### config.mk
export PLATFORM = sky130hd
export DESIGN_NAME = playfair_digraph_cipher
export DESIGN_NICKNAME = d
export VERILOG_FILES = /design/src/sv/pf_pkg.sv /design/src/sv/pf_dpath.sv /design/src/sv/pf_ctrl.sv /design/src/sv/playfair_digraph_cipher.sv
export SDC_FILE = /design/constraint.sdc
export NUM_CORES = 1
export LEC_CHECK = 0
export BUFFER_PORTS_ARGS = -buffer_cell sky130_fd_sc_hd__buf_4
export CAP_MARGIN = 25
export CORE_AREA = 2 2 184 186
export CTS_BUF_LIST = sky130_fd_sc_hd__clkbuf_4 sky130_fd_sc_hd__clkbuf_8
export DETAILED_ROUTE_END_ITERATION = 7
export DIE_AREA = 0 0 186 188
export PLACE_DENSITY = 0.8
export SETUP_SLACK_MARGIN = 0.02
export SYNTH_ARGS = -nofsm -noshare
export SYNTH_HDL_FRONTEND = slang
export SYNTH_SLANG_ARGS = --single-unit
### constraint.sdc
create_clock -name clk -period 14.2 [get_ports clk]
set_input_delay 2.84 -clock clk [delete_from_list [all_inputs] [get_ports clk]]
set_output_delay 2.84 -clock clk [all_outputs]
set_load 0.02 [all_outputs]
### src/sv/pf_pkg.sv
// pf_pkg: constants, codes, types and the cell-split helper for the playfair block
// used by pf_ctrl, pf_dpath, playfair_digraph_cipher and the bench; no dependencies
package pf_pkg;

  localparam int SIDE     = 5;
  localparam int CELLS    = SIDE * SIDE;
  localparam int LETTERS  = 26;
  localparam int LW       = 5;
  localparam int IW       = 3;

  localparam logic [LW-1:0] LETTER_I = 5'd8;
  localparam logic [LW-1:0] LETTER_J = 5'd9;

  localparam logic [2:0] CMD_CLEAR = 3'd0;
  localparam logic [2:0] CMD_KEY   = 3'd1;
  localparam logic [2:0] CMD_FILL  = 3'd2;
  localparam logic [2:0] CMD_ENC   = 3'd3;
  localparam logic [2:0] CMD_DEC   = 3'd4;

  localparam logic [1:0] ST_OK        = 2'd0;
  localparam logic [1:0] ST_ABSENT    = 2'd1;
  localparam logic [1:0] ST_NOT_READY = 2'd2;

  typedef logic [LW-1:0] letter_t;
  typedef logic [IW-1:0] idx_t;

  typedef struct packed {
    idx_t row;
    idx_t col;
  } rc_t;

  typedef struct packed {
    logic       take_in;
    logic       clear;
    logic       place_kw;
    logic       place_walk;
    logic       walk_clr;
    logic       walk_step;
    logic       set_ready;
    logic       sq_read;
    logic       res_zero;
    logic [1:0] res_st;
    logic       res_sq;
    logic       out_load;
  } pf_ctl_t;

  typedef struct packed {
    logic [2:0] cmd;
    logic       ready;
    logic       full;
    logic       a_valid;
    logic       kw_present;
    logic       pair_absent;
    logic       walk_end;
    logic       walk_take;
  } pf_stat_t;

  function automatic rc_t split_cell(letter_t p);
    rc_t r;
    r.row = '0;
    for (int i = 1; i < SIDE; i++) begin
      if (p >= LW'(i * SIDE)) r.row = IW'(i);
    end
    r.col = IW'(p - LW'(r.row * LW'(SIDE)));
    return r;
  endfunction

endpackage

### src/sv/pf_dpath.sv
// pf_dpath: key square memories, letter flags, fill walk and result registers
// depends on pf_pkg; steered by pf_ctrl through pf_ctl_t
module pf_dpath import pf_pkg::*; (
  input  logic       clk,
  input  logic       rst_n,
  input  pf_ctl_t    ctl,
  output pf_stat_t   stat,
  input  logic [2:0] in_cmd,
  input  letter_t    in_letter_a,
  input  letter_t    in_letter_b,
  output letter_t    out_a,
  output letter_t    out_b,
  output logic [1:0] out_status
);

  logic [2:0]         cmd_r;
  letter_t            la_r, lb_r;
  logic [LETTERS-1:0] present_r, present_nxt;
  letter_t            filled_r, filled_nxt;
  logic               ready_r, ready_nxt;
  letter_t            walk_r, walk_nxt;

  letter_t            place_mem [0:LETTERS-1];
  letter_t            sq_mem    [0:CELLS-1];
  letter_t            pa_r, pb_r;
  letter_t            sqa_r, sqb_r;
  letter_t            res_a_r, res_b_r;
  logic [1:0]         res_st_r;
  letter_t            out_a_r, out_b_r;
  logic [1:0]         out_st_r;

  logic [31:0]        present_ext;
  letter_t            kw_letter, place_letter;
  logic               place_en;
  rc_t                ca, cb, na, nb;
  logic               enc;
  letter_t            addr_a, addr_b;

  assign present_ext  = {{(32-LETTERS){1'b0}}, present_r};
  assign kw_letter    = (la_r == LETTER_J) ? LETTER_I : la_r;
  assign place_en     = ctl.place_kw | ctl.place_walk;
  assign place_letter = ctl.place_kw ? kw_letter : walk_r;

  assign stat.cmd         = cmd_r;
  assign stat.ready       = ready_r;
  assign stat.full        = (filled_r == LW'(CELLS));
  assign stat.a_valid     = (la_r < LW'(LETTERS));
  assign stat.kw_present  = present_ext[kw_letter];
  assign stat.pair_absent = !present_ext[la_r] || !present_ext[lb_r];
  assign stat.walk_end    = (filled_r == LW'(CELLS)) || (walk_r == LW'(LETTERS));
  assign stat.walk_take   = (walk_r != LETTER_J) && !present_ext[walk_r];

  always_comb begin
    filled_nxt  = filled_r;
    present_nxt = present_r;
    ready_nxt   = ready_r;
    walk_nxt    = walk_r;
    if (ctl.clear) begin
      filled_nxt  = '0;
      present_nxt = '0;
      ready_nxt   = 1'b0;
    end else if (place_en) begin
      filled_nxt                = filled_r + 1'b1;
      present_nxt[place_letter] = 1'b1;
    end
    if (ctl.set_ready) ready_nxt = 1'b1;
    if (ctl.walk_clr) begin
      walk_nxt = '0;
    end else if (ctl.walk_step) begin
      walk_nxt = walk_r + 1'b1;
    end
  end

  always_ff @(posedge clk) begin
    if (!rst_n) begin
      filled_r  <= '0;
      present_r <= '0;
      ready_r   <= 1'b0;
      walk_r    <= '0;
    end else begin
      filled_r  <= filled_nxt;
      present_r <= present_nxt;
      ready_r   <= ready_nxt;
      walk_r    <= walk_nxt;
    end
  end

  // cell position split and playfair shift
  always_comb begin
    ca  = split_cell(pa_r);
    cb  = split_cell(pb_r);
    enc = (cmd_r == CMD_ENC);
    na  = ca;
    nb  = cb;
    if (ca.row == cb.row) begin
      if (enc) begin
        na.col = (ca.col == IW'(SIDE-1)) ? '0 : ca.col + 1'b1;
        nb.col = (cb.col == IW'(SIDE-1)) ? '0 : cb.col + 1'b1;
      end else begin
        na.col = (ca.col == '0) ? IW'(SIDE-1) : ca.col - 1'b1;
        nb.col = (cb.col == '0) ? IW'(SIDE-1) : cb.col - 1'b1;
      end
    end else if (ca.col == cb.col) begin
      if (enc) begin
        na.row = (ca.row == IW'(SIDE-1)) ? '0 : ca.row + 1'b1;
        nb.row = (cb.row == IW'(SIDE-1)) ? '0 : cb.row + 1'b1;
      end else begin
        na.row = (ca.row == '0) ? IW'(SIDE-1) : ca.row - 1'b1;
        nb.row = (cb.row == '0) ? IW'(SIDE-1) : cb.row - 1'b1;
      end
    end else begin
      na.col = cb.col;
      nb.col = ca.col;
    end
    addr_a = LW'(na.row * LW'(SIDE)) + LW'(na.col);
    addr_b = LW'(nb.row * LW'(SIDE)) + LW'(nb.col);
  end

  always_ff @(posedge clk) begin
    if (ctl.take_in) begin
      cmd_r <= in_cmd;
      la_r  <= in_letter_a;
      lb_r  <= in_letter_b;
      pa_r  <= place_mem[in_letter_a];
      pb_r  <= place_mem[in_letter_b];
    end
    if (place_en) begin
      sq_mem[filled_r]        <= place_letter;
      place_mem[place_letter] <= filled_r;
    end
    if (ctl.sq_read) begin
      sqa_r <= sq_mem[addr_a];
      sqb_r <= sq_mem[addr_b];
    end
    if (ctl.res_zero) begin
      res_a_r  <= '0;
      res_b_r  <= '0;
      res_st_r <= ctl.res_st;
    end else if (ctl.res_sq) begin
      res_a_r  <= sqa_r;
      res_b_r  <= sqb_r;
      res_st_r <= ST_OK;
    end
    if (ctl.out_load) begin
      out_a_r  <= res_a_r;
      out_b_r  <= res_b_r;
      out_st_r <= res_st_r;
    end
  end

  assign out_a      = out_a_r;
  assign out_b      = out_b_r;
  assign out_status = out_st_r;

  a_ready_full: assert property (@(posedge clk) disable iff (!rst_n)
    ready_r |-> filled_r == LW'(CELLS))
    else $error("square ready while not full");

  a_place_room: assert property (@(posedge clk) disable iff (!rst_n)
    place_en |-> filled_r < LW'(CELLS))
    else $error("letter placed into a full square");

endmodule

### src/sv/pf_ctrl.sv
// pf_ctrl: command sequencer for the playfair block, handshakes on both channels
// depends on pf_pkg; drives pf_dpath through pf_ctl_t
module pf_ctrl import pf_pkg::*; (
  input  logic     clk,
  input  logic     rst_n,
  input  logic     in_valid,
  output logic     in_ready,
  output logic     out_valid,
  input  logic     out_ready,
  input  pf_stat_t stat,
  output pf_ctl_t  ctl
);

  localparam logic [2:0] S_IDLE = 3'd0;
  localparam logic [2:0] S_EXEC = 3'd1;
  localparam logic [2:0] S_FILL = 3'd2;
  localparam logic [2:0] S_LOOK = 3'd3;
  localparam logic [2:0] S_OUT  = 3'd4;

  logic [2:0] state_r, state_nxt;
  logic       out_valid_r, out_valid_nxt;

  assign in_ready  = (state_r == S_IDLE);
  assign out_valid = out_valid_r;

  always_comb begin
    ctl           = '0;
    state_nxt     = state_r;
    out_valid_nxt = out_valid_r && !out_ready;
    case (state_r)
      S_IDLE: begin
        if (in_valid) begin
          ctl.take_in = 1'b1;
          state_nxt   = S_EXEC;
        end
      end
      S_EXEC: begin
        state_nxt    = S_OUT;
        ctl.res_zero = 1'b1;
        ctl.res_st   = ST_OK;
        case (stat.cmd)
          CMD_CLEAR: begin
            ctl.clear = 1'b1;
          end
          CMD_KEY: begin
            if (!stat.a_valid) begin
              ctl.res_st = ST_ABSENT;
            end else if (stat.ready || stat.full) begin
              ctl.res_st = ST_NOT_READY;
            end else if (!stat.kw_present) begin
              ctl.place_kw = 1'b1;
            end
          end
          CMD_FILL: begin
            if (stat.ready) begin
              ctl.res_st = ST_NOT_READY;
            end else begin
              ctl.res_zero = 1'b0;
              ctl.walk_clr = 1'b1;
              state_nxt    = S_FILL;
            end
          end
          CMD_ENC, CMD_DEC: begin
            if (!stat.ready) begin
              ctl.res_st = ST_NOT_READY;
            end else if (stat.pair_absent) begin
              ctl.res_st = ST_ABSENT;
            end else begin
              ctl.res_zero = 1'b0;
              ctl.sq_read  = 1'b1;
              state_nxt    = S_LOOK;
            end
          end
          default: begin
          end
        endcase
      end
      S_FILL: begin
        if (stat.walk_end) begin
          ctl.set_ready = 1'b1;
          ctl.res_zero  = 1'b1;
          ctl.res_st    = ST_OK;
          state_nxt     = S_OUT;
        end else begin
          ctl.walk_step  = 1'b1;
          ctl.place_walk = stat.walk_take;
        end
      end
      S_LOOK: begin
        ctl.res_sq = 1'b1;
        state_nxt  = S_OUT;
      end
      S_OUT: begin
        if (!out_valid_r || out_ready) begin
          ctl.out_load  = 1'b1;
          out_valid_nxt = 1'b1;
          state_nxt     = S_IDLE;
        end
      end
      default: begin
        state_nxt = S_IDLE;
      end
    endcase
  end

  always_ff @(posedge clk) begin
    if (!rst_n) begin
      state_r     <= S_IDLE;
      out_valid_r <= 1'b0;
    end else begin
      state_r     <= state_nxt;
      out_valid_r <= out_valid_nxt;
    end
  end

  a_accept_exec: assert property (@(posedge clk) disable iff (!rst_n)
    in_valid && in_ready |=> state_r == S_EXEC)
    else $error("accepted word not executed");

  a_load_free: assert property (@(posedge clk) disable iff (!rst_n)
    ctl.out_load |-> (!out_valid_r || out_ready))
    else $error("output register overwritten");

  a_valid_from_out: assert property (@(posedge clk) disable iff (!rst_n)
    $rose(out_valid_r) |-> $past(state_r) == S_OUT)
    else $error("result shown outside output state");

endmodule

### src/sv/playfair_digraph_cipher.sv
// playfair_digraph_cipher: 5x5 playfair key square build and digraph encipher/decipher
// sequence: each word is taken in, executed, then loaded into the output register; pairs
// first read the letter positions, then the cells; a finish fill walks the letters, one letter per cycle
// one word at a time: a new word is taken only after the last one is loaded into the output register
// reset: synchronous active low, square empty and not ready; cell storage not cleared
// depends on pf_pkg, pf_ctrl and pf_dpath
module playfair_digraph_cipher import pf_pkg::*; (
  input  logic       clk,
  input  logic       rst_n,
  input  logic       in_valid,
  output logic       in_ready,
  input  logic [2:0] in_cmd,
  input  logic [4:0] in_letter_a,
  input  logic [4:0] in_letter_b,
  output logic       out_valid,
  input  logic       out_ready,
  output logic [4:0] out_a,
  output logic [4:0] out_b,
  output logic [1:0] out_status
);

  pf_ctl_t  ctl;
  pf_stat_t stat;

  pf_ctrl u_ctrl (
    .clk       (clk),
    .rst_n     (rst_n),
    .in_valid  (in_valid),
    .in_ready  (in_ready),
    .out_valid (out_valid),
    .out_ready (out_ready),
    .stat      (stat),
    .ctl       (ctl)
  );

  pf_dpath u_dpath (
    .clk         (clk),
    .rst_n       (rst_n),
    .ctl         (ctl),
    .stat        (stat),
    .in_cmd      (in_cmd),
    .in_letter_a (in_letter_a),
    .in_letter_b (in_letter_b),
    .out_a       (out_a),
    .out_b       (out_b),
    .out_status  (out_status)
  );

endmodule

Word level (Yosys, flattened, before mapping)
Memories as Yosys holds them, arrays and structs flattened. A register that Yosys moved wholly into a read port is not among the register bits.
Cells that the tools add are included.
Word-level totals
  flip-flop bits (word level): 78
  bits in latches: 0
  bits in writable memories: 255
  memory bits (read-only): 0
  bits of input ports: 17
  word-level logic and storage cells: 187
  memories: 2
Cells by class
  add/subtract/negate cells: 14
  multipliers: 4
  div/mod/pow operators: 0
  order comparisons: 15
  eq/ne operators: 21
  shift-type cells: 0
  muxes and demuxes: 89
  bitwise gates (word level): 3
  reductions and logical operators: 24
Memories
  u_dpath.place_mem: depth 26, bits a word 5, read ports 2, clocked after memory_dff 2, write ports 1, line pf_dpath.sv:23  | letter_t place_mem [0:LETTERS-1];
  u_dpath.sq_mem: depth 25, bits a word 5, read ports 2, clocked after memory_dff 2, write ports 1, line pf_dpath.sv:24  | letter_t sq_mem [0:CELLS-1];
Operator list (count)
  3-bit 2-to-1 mux: 29
  1-bit 2-to-1 mux: 34
  5-bit by 6-bit < comparator with 1-bit output, second input constant: 5
  2-bit 2-to-1 mux: 14
  26-bit OR: 1
  1-bit binary-select mux with 5-bit select: 4
  5-bit by 4-bit >= comparator with 1-bit output, second input constant: 4
  3-bit == test, second input constant: 6
  3-bit zero test: 6
  3-bit one-hot mux with 5 select lines: 1
  3-bit by 1-bit adder with 3-bit output, second input constant: 4
  3-bit by 2-bit == test with 1-bit output, second input constant: 4
  3-bit one-hot mux with 2 select lines: 2
  3-bit by 1-bit subtractor with 3-bit output, second input constant: 4
  5-bit by 1-bit adder with 5-bit output, second input constant: 2
  5-bit by 3-bit adder with 5-bit output: 2
  5-bit == test, second input constant: 2
  5-bit by 3-bit >= comparator with 1-bit output, second input constant: 2
  5-bit >= comparator, second input constant: 2
  3-bit by 3-bit multiplier with 5-bit output, second input constant: 2
  5-bit 2-to-1 mux: 2
  3-bit by 1-bit == test with 1-bit output, second input constant: 2
  3-bit == test: 2
  3-bit by 3-bit multiplier with 3-bit output, second input constant: 2
  other kinds (18): 32

Logic depth before layout (Yosys ltp)
  depth after elaboration: 15
  gate-level depth with buffers: 24

Modules after synthesis
Synthesis repeated with hierarchy kept, for this count alone.
Second synthesis, totals
  cell total of the unflattened synthesis: 1177
  area total of the unflattened synthesis: 17919.7 sq um
Modules (own cells, without submodules)
  pf_dpath: instances 1, cells each 1114, area an instance 17448.0 sq um
  pf_ctrl: instances 1, cells each 63, area an instance 471.7 sq um

Worst setup path after synthesis
No wires, ideal clock.
  path type: reg2reg
  start point: register u_dpath.pa_r[2] (read register of u_dpath.place_mem)
  end point: register u_dpath.sqa_r[0] (read register of u_dpath.sq_mem) (data pin)
  data arrival time: 5412 ps
  slack: 8527 ps
  cell stages (with the launch flop): 20
  buffers on the path: 3
  period minus slack after synthesis: 5673 ps
  cell sequence: edfxtp_1 > buf_2 > o21ai_2 > o311ai_4 > nor2_1 > a21oi_1 > fa_1 > xnor2_1 > xnor2_2 > xor2_1 > nor4_4 > buf_6 > mux2i_4 > ha_1 > ha_1 > inv_1 > fa_1 > buf_1 > mux4_2 > mux2_4
On the way
  cells in the longest elaborated chain, start to end: 12
  elaborated cells on any way between the ends: 32
RTL lines
  start: declaration: line pf_dpath.sv:25  | letter_t pa_r, pb_r;
  5-bit by 3-bit >= comparator with 1-bit output: line pf_pkg.sv:62  | if (p >= LW'(i * SIDE)) r.row = IW'(i);
  1-bit 2-to-1 mux: line pf_pkg.sv:62
  2-bit 2-to-1 mux (2 in series): line pf_pkg.sv:62
  3-bit 2-to-1 mux: line pf_pkg.sv:62
  3-bit by 3-bit multiplier with 3-bit output, or another cell as far along: line pf_pkg.sv:64  | r.col = IW'(p - LW'(r.row * LW'(SIDE)));
  3-bit subtractor, or another cell as far along: line pf_pkg.sv:64
  3-bit == test, or another cell as far along: line pf_dpath.sv:103  | end else if (ca.col == cb.col) begin
  3-bit 2-to-1 mux, on equally long branches: line pf_dpath.sv:103, pf_dpath.sv:97, pf_dpath.sv:100
  3-bit 2-to-1 mux, on equally long branches: line pf_dpath.sv:95, pf_dpath.sv:96
  3-bit by 3-bit multiplier with 5-bit output / 3-bit 2-to-1 mux (equally long branches): line pf_dpath.sv:115, pf_dpath.sv:95
  5-bit by 3-bit adder with 5-bit output *: line pf_dpath.sv:115  | addr_a = LW'(na.row * LW'(SIDE)) + LW'(na.col);
  end: declaration: line pf_dpath.sv:26  | letter_t sqa_r, sqb_r;
Every way passes the cells marked *; elsewhere a longest branch is shown, timed or not.
A chain may end at the register's enable or synchronous reset.

Worst setup path in the final report
  start point: register u_dpath.pa_r[2] (read register of u_dpath.place_mem)
  end point: register u_dpath.sqb_r[1] (read register of u_dpath.sq_mem) (data pin)
On the way
  cells in the longest elaborated chain, start to end: 12
  elaborated cells on any way between the ends: 18
RTL lines
  5-bit by 3-bit >= comparator with 1-bit output: line pf_pkg.sv:62
  1-bit 2-to-1 mux: line pf_pkg.sv:62
  2-bit 2-to-1 mux (2 in series): line pf_pkg.sv:62
  3-bit 2-to-1 mux: line pf_pkg.sv:62
  3-bit by 3-bit multiplier with 3-bit output: line pf_pkg.sv:64
  3-bit subtractor: line pf_pkg.sv:64
  3-bit == test: line pf_dpath.sv:103
  3-bit 2-to-1 mux: line pf_dpath.sv:103
  3-bit 2-to-1 mux: line pf_dpath.sv:95  | if (ca.row == cb.row) begin
  3-bit by 3-bit multiplier with 5-bit output: line pf_dpath.sv:116  | addr_b = LW'(nb.row * LW'(SIDE)) + LW'(nb.col);
  5-bit by 3-bit adder with 5-bit output *: line pf_dpath.sv:116
  end: declaration: line pf_dpath.sv:26
Marked as above.

==> results.yml <==
run_status:
  run_status: "complete, no violations"
logic_synthesis:
  post_synth_instance_area_mm2: 0.0178
  netlist.top_cell.by_area: "sky130_fd_sc_hd__edfxtp_1"
  synth_commonest_cells: "sky130_fd_sc_hd__edfxtp_1, sky130_fd_sc_hd__mux4_2, sky130_fd_sc_hd__nor2_1"
  synthArstFlopShare_pct: 0
  synthesis.area_per_instance_um2: 15.3
  synthDominantCellAreaShare_pct: 50.9
  ys_seq_elements: 353
  synthesis.nets: 1214
  post_synth_num_cell_types: 75
  yosys_warnings: 0
  syn_inst_count: 1162
  synth-edff-count: 302
  netlist_top_cells_area: "sky130_fd_sc_hd__edfxtp_1, sky130_fd_sc_hd__mux4_2, sky130_fd_sc_hd__dfxtp_1"
  post-synth-top-count-cell: "sky130_fd_sc_hd__edfxtp_1"
  seq_area_frac_synth_pct: 56.6
  top_flip_flop_cell_by_instance_count_after_synthesis: "sky130_fd_sc_hd__edfxtp_1"
sta:
  finClkSkew_ps: 34.9
  post-route-period-util_pct: 44.9
  hold_viol: 0
  grt_setup_unrepaired: "no"
  setup_slack_ps: 7820
  timing.final.setup_violations: 0
  totalNegativeSetupSlack_ps: 0
  fmaxAchievable_mhz: 157
  min_period_ps: 6380
  report.final.slew_viol_count: 0
  max_slew.worst_pin.slew_ps: 1010
  max_slew_margin_pct: 32.4
global_routing:
  grt_first_pass_wirelength_mm: 61.5
  grt.met2_usage_pct: 37.7
  global_route_hottest_layer: "met2"
  antenna_found_initial: 3
  grt_util_met1_pct: 31.4
  global_route.usage.total_pct: 23.5
  grt.overflow.total: 0
  pin_count_of_the_biggest_net_entering_global_routing: 37
  grtUsageMet3_pct: 6.14
  first_global_vias: 10700
floorplan:
  placementRows: 67
  die_w_um: 186
  placeableCoreArea_mm2: 0.0331
  fp.dieH_um: 188
  initial_utilization_pct: 53.8
  die_footprint_mm2: 0.0350
  io_pins: 31
placement:
  pre_cts_ws_ps: 7680
  dp.final_hpwl_mm: 27.2
  gp_congestion: 0.912
  place.port_buffers: 30
clock_network:
  cts_max_path_buffers: 3
  tritoncts: "yes"
  cts.clk_slew.worst_paths_ps: 60
  cts_repair_resize_count: 0
  clock_insertion_delay_worst_skew_ps: 630
  post-cts-setup-buffer-count: 0
  clk_sink_count: 353
  root_buffer_selected_by_cts: "sky130_fd_sc_hd__clkbuf_8"
  cts_max_level: 2
  post_cts_hold_buffer_count: 0
  cts_made_buffers: 55
setup_path:
  crit_path_max_incr_delay_ps: 1000
  crit_path_cell_trace: "o21ai_2, o311ai_4, nor2_1, a21oi_1, fa_1, xnor2_1, xnor2_2, xor2_1, nor4_4, mux2_2, ha_1, ha_1, inv_1, fa_1, mux4_2, mux2_1"
  cpMaxStageDelayCell: "sky130_fd_sc_hd__fa_1"
  startpoint: "u_dpath.pa_r[2]$_DFFE_PP_"
  critPathArrivalTime_ps: 6740
  timing.critical_path.max_delay_family: "adder cells"
  critPathRequiredTime_ps: 14560
  criticalPathCategory: "register to register"
  cp_num_buf_inv: 1
  crit_path_end_kind: "register"
  worstSetupStartpointType: "register"
  crit_fanout: 11
  crit_reg_reg_startpoint: "u_dpath.pa_r[2]$_DFFE_PP_"
layout:
  largest_register_ffs: 130
  biggestRegsByFlops: "u_dpath.place_mem (130), u_dpath.sq_mem (125), u_dpath.present_r (26)"
  largest-register: "u_dpath.place_mem"
  post_route_cells_drive_above_1_share_pct: 27.2
  final_nets: 1246
  final.fill_count: 2419
  areaGrowthSynthToFinish_pct: 10.5
route:
  routed_via_count: 10700
  postRouteAntennaNets: 0
  avgRoutedWirePerCell_um: 23.6
  drt_iter0_markers: 1099
  drc: 0
  drtPass1Iterations: 7
  avgViaCountPerCell: 6.34
  drt-total-wl_mm: 39.9
power:
  static-leakage-power_nw: 6.94
  max-vdd-ir-drop_uv: 181
  power_per_cell_area_mw_per_mm2: 165
job:
  cap_viol_max_count: 0
min_path:
  holdCritPathClass: "register to register"
  timing.hold.worst.start: "u_dpath.res_st_r[0]$_SDFFCE_PN0P_"
==> logic make-up after synthesis <==
logic type      count (synthesis)  share of synthesized area (%)
compound gates                170                           6.35
xor+xnor                       24                           1.41
fa+ha+maj                      35                           2.63
buf+inv                        99                           2.29
flops                         353                           56.6
mux                           223                           23.7
simple gates                  258                           7.03
==> cell usage in the layout, fill, tap and decap left out, types with 5 or more instances in the layout <==
| cell type | instances |
|---|---|
| sky130_fd_sc_hd__mux2i_1 | 43 |
| sky130_fd_sc_hd__a211oi_1 | 15 |
| sky130_fd_sc_hd__o21a_1 | 30 |
| sky130_fd_sc_hd__nand2b_1 | 5 |
| sky130_fd_sc_hd__nand2_1 | 56 |
| sky130_fd_sc_hd__dfxtp_1 | 51 |
| sky130_fd_sc_hd__mux2_2 | 15 |
| sky130_fd_sc_hd__and3_1 | 11 |
| sky130_fd_sc_hd__mux2_1 | 5 |
| sky130_fd_sc_hd__nor4_1 | 8 |
| sky130_fd_sc_hd__clkbuf_8 | 65 |
| sky130_fd_sc_hd__inv_1 | 24 |
| sky130_fd_sc_hd__ha_1 | 29 |
| sky130_fd_sc_hd__buf_4 | 45 |
| sky130_fd_sc_hd__nand3_1 | 9 |
| sky130_fd_sc_hd__nor2b_1 | 23 |
| sky130_fd_sc_hd__a21oi_1 | 39 |
| sky130_fd_sc_hd__edfxtp_1 | 302 |
| sky130_fd_sc_hd__o21ai_1 | 7 |
| sky130_fd_sc_hd__nor2_1 | 102 |
| sky130_fd_sc_hd__nor3_1 | 9 |
| sky130_fd_sc_hd__xnor2_1 | 11 |
| sky130_fd_sc_hd__clkbuf_4 | 13 |
| sky130_fd_sc_hd__mux2_4 | 5 |
| sky130_fd_sc_hd__o31ai_1 | 6 |
| sky130_fd_sc_hd__nor3b_1 | 7 |
| sky130_fd_sc_hd__xor2_1 | 9 |
| sky130_fd_sc_hd__a21boi_0 | 6 |
| sky130_fd_sc_hd__nand3b_1 | 5 |
| sky130_fd_sc_hd__o21ai_0 | 34 |
| sky130_fd_sc_hd__clkinv_1 | 8 |
| sky130_fd_sc_hd__clkinv_2 | 9 |
| sky130_fd_sc_hd__mux4_2 | 154 |
==> path summary, 6_finish.rpt <==
check                                     to  cells past startpoint  slack [ps]
max               u_dpath.sqb_r[1]$_DFFE_PP_                     16        7820
min          u_dpath.out_status[0]$_DFFE_PP_                      0         410
max reg2reg       u_dpath.sqb_r[1]$_DFFE_PP_                     16        7820
min reg2reg  u_dpath.out_status[0]$_DFFE_PP_                      0         410
==> layer usage <==
layer | part of all wire, % | vias to the layer above | wire length [µm]
li1 | - | 4696 | -
met1 | 40 | 5389 | 15900
met2 | 49 | 518 | 19500
met3 | 8.3 | 93 | 3330
met4 | 3.1 | 4 | 1220
met5 | 0.068 | - | 27
==> through the flow <==
| stage | area, µm² | hold WS [ps] | std cells | utilization (%) | power, mW |
|---|---|---|---|---|---|
| 6_report | 19700 | 413 | 1688 | 59.5 | 3.25 |
| 3_5_place_dp | 18400 | 409 | 1582 | 55.7 | 2.35 |
| 3_3_place_gp | 18400 | 404 | 1579 | 55.6 | 2.31 |
| 2_1_floorplan | 17800 | 400 | 1162 | - | 2.10 |
| 4_1_cts | 19600 | 414 | 1684 | 59.3 | 3.26 |
| 5_1_grt | 19700 | 413 | 1687 | 59.5 | 3.39 |
==> layout make-up <==
type | instances | area (µm²) | area share, %
repair buffers | 49 | 400 | 2.03
diodes | 1 | 2.50 | 0.0127
multi-input cells | 710 | 7330 | 37.2
clock buffers | 78 | 992 | 5.04
inverters | 25 | 93.8 | 0.477
flip-flops and latches | 353 | 10100 | 51.2
well taps | 448 | 561 | 2.85
clock inverters | 24 | 219 | 1.11
==> report_power, final <==
group | internal [mW] | leakage (nW) | switching [mW] | total [mW]
sequential | 1.15 | 3.46 | 0.0144 | 1.16
clock | 0.524 | 0.636 | 0.400 | 0.925
combinational | 0.595 | 2.85 | 0.571 | 1.17
Power figures use the tool's default switching activity.
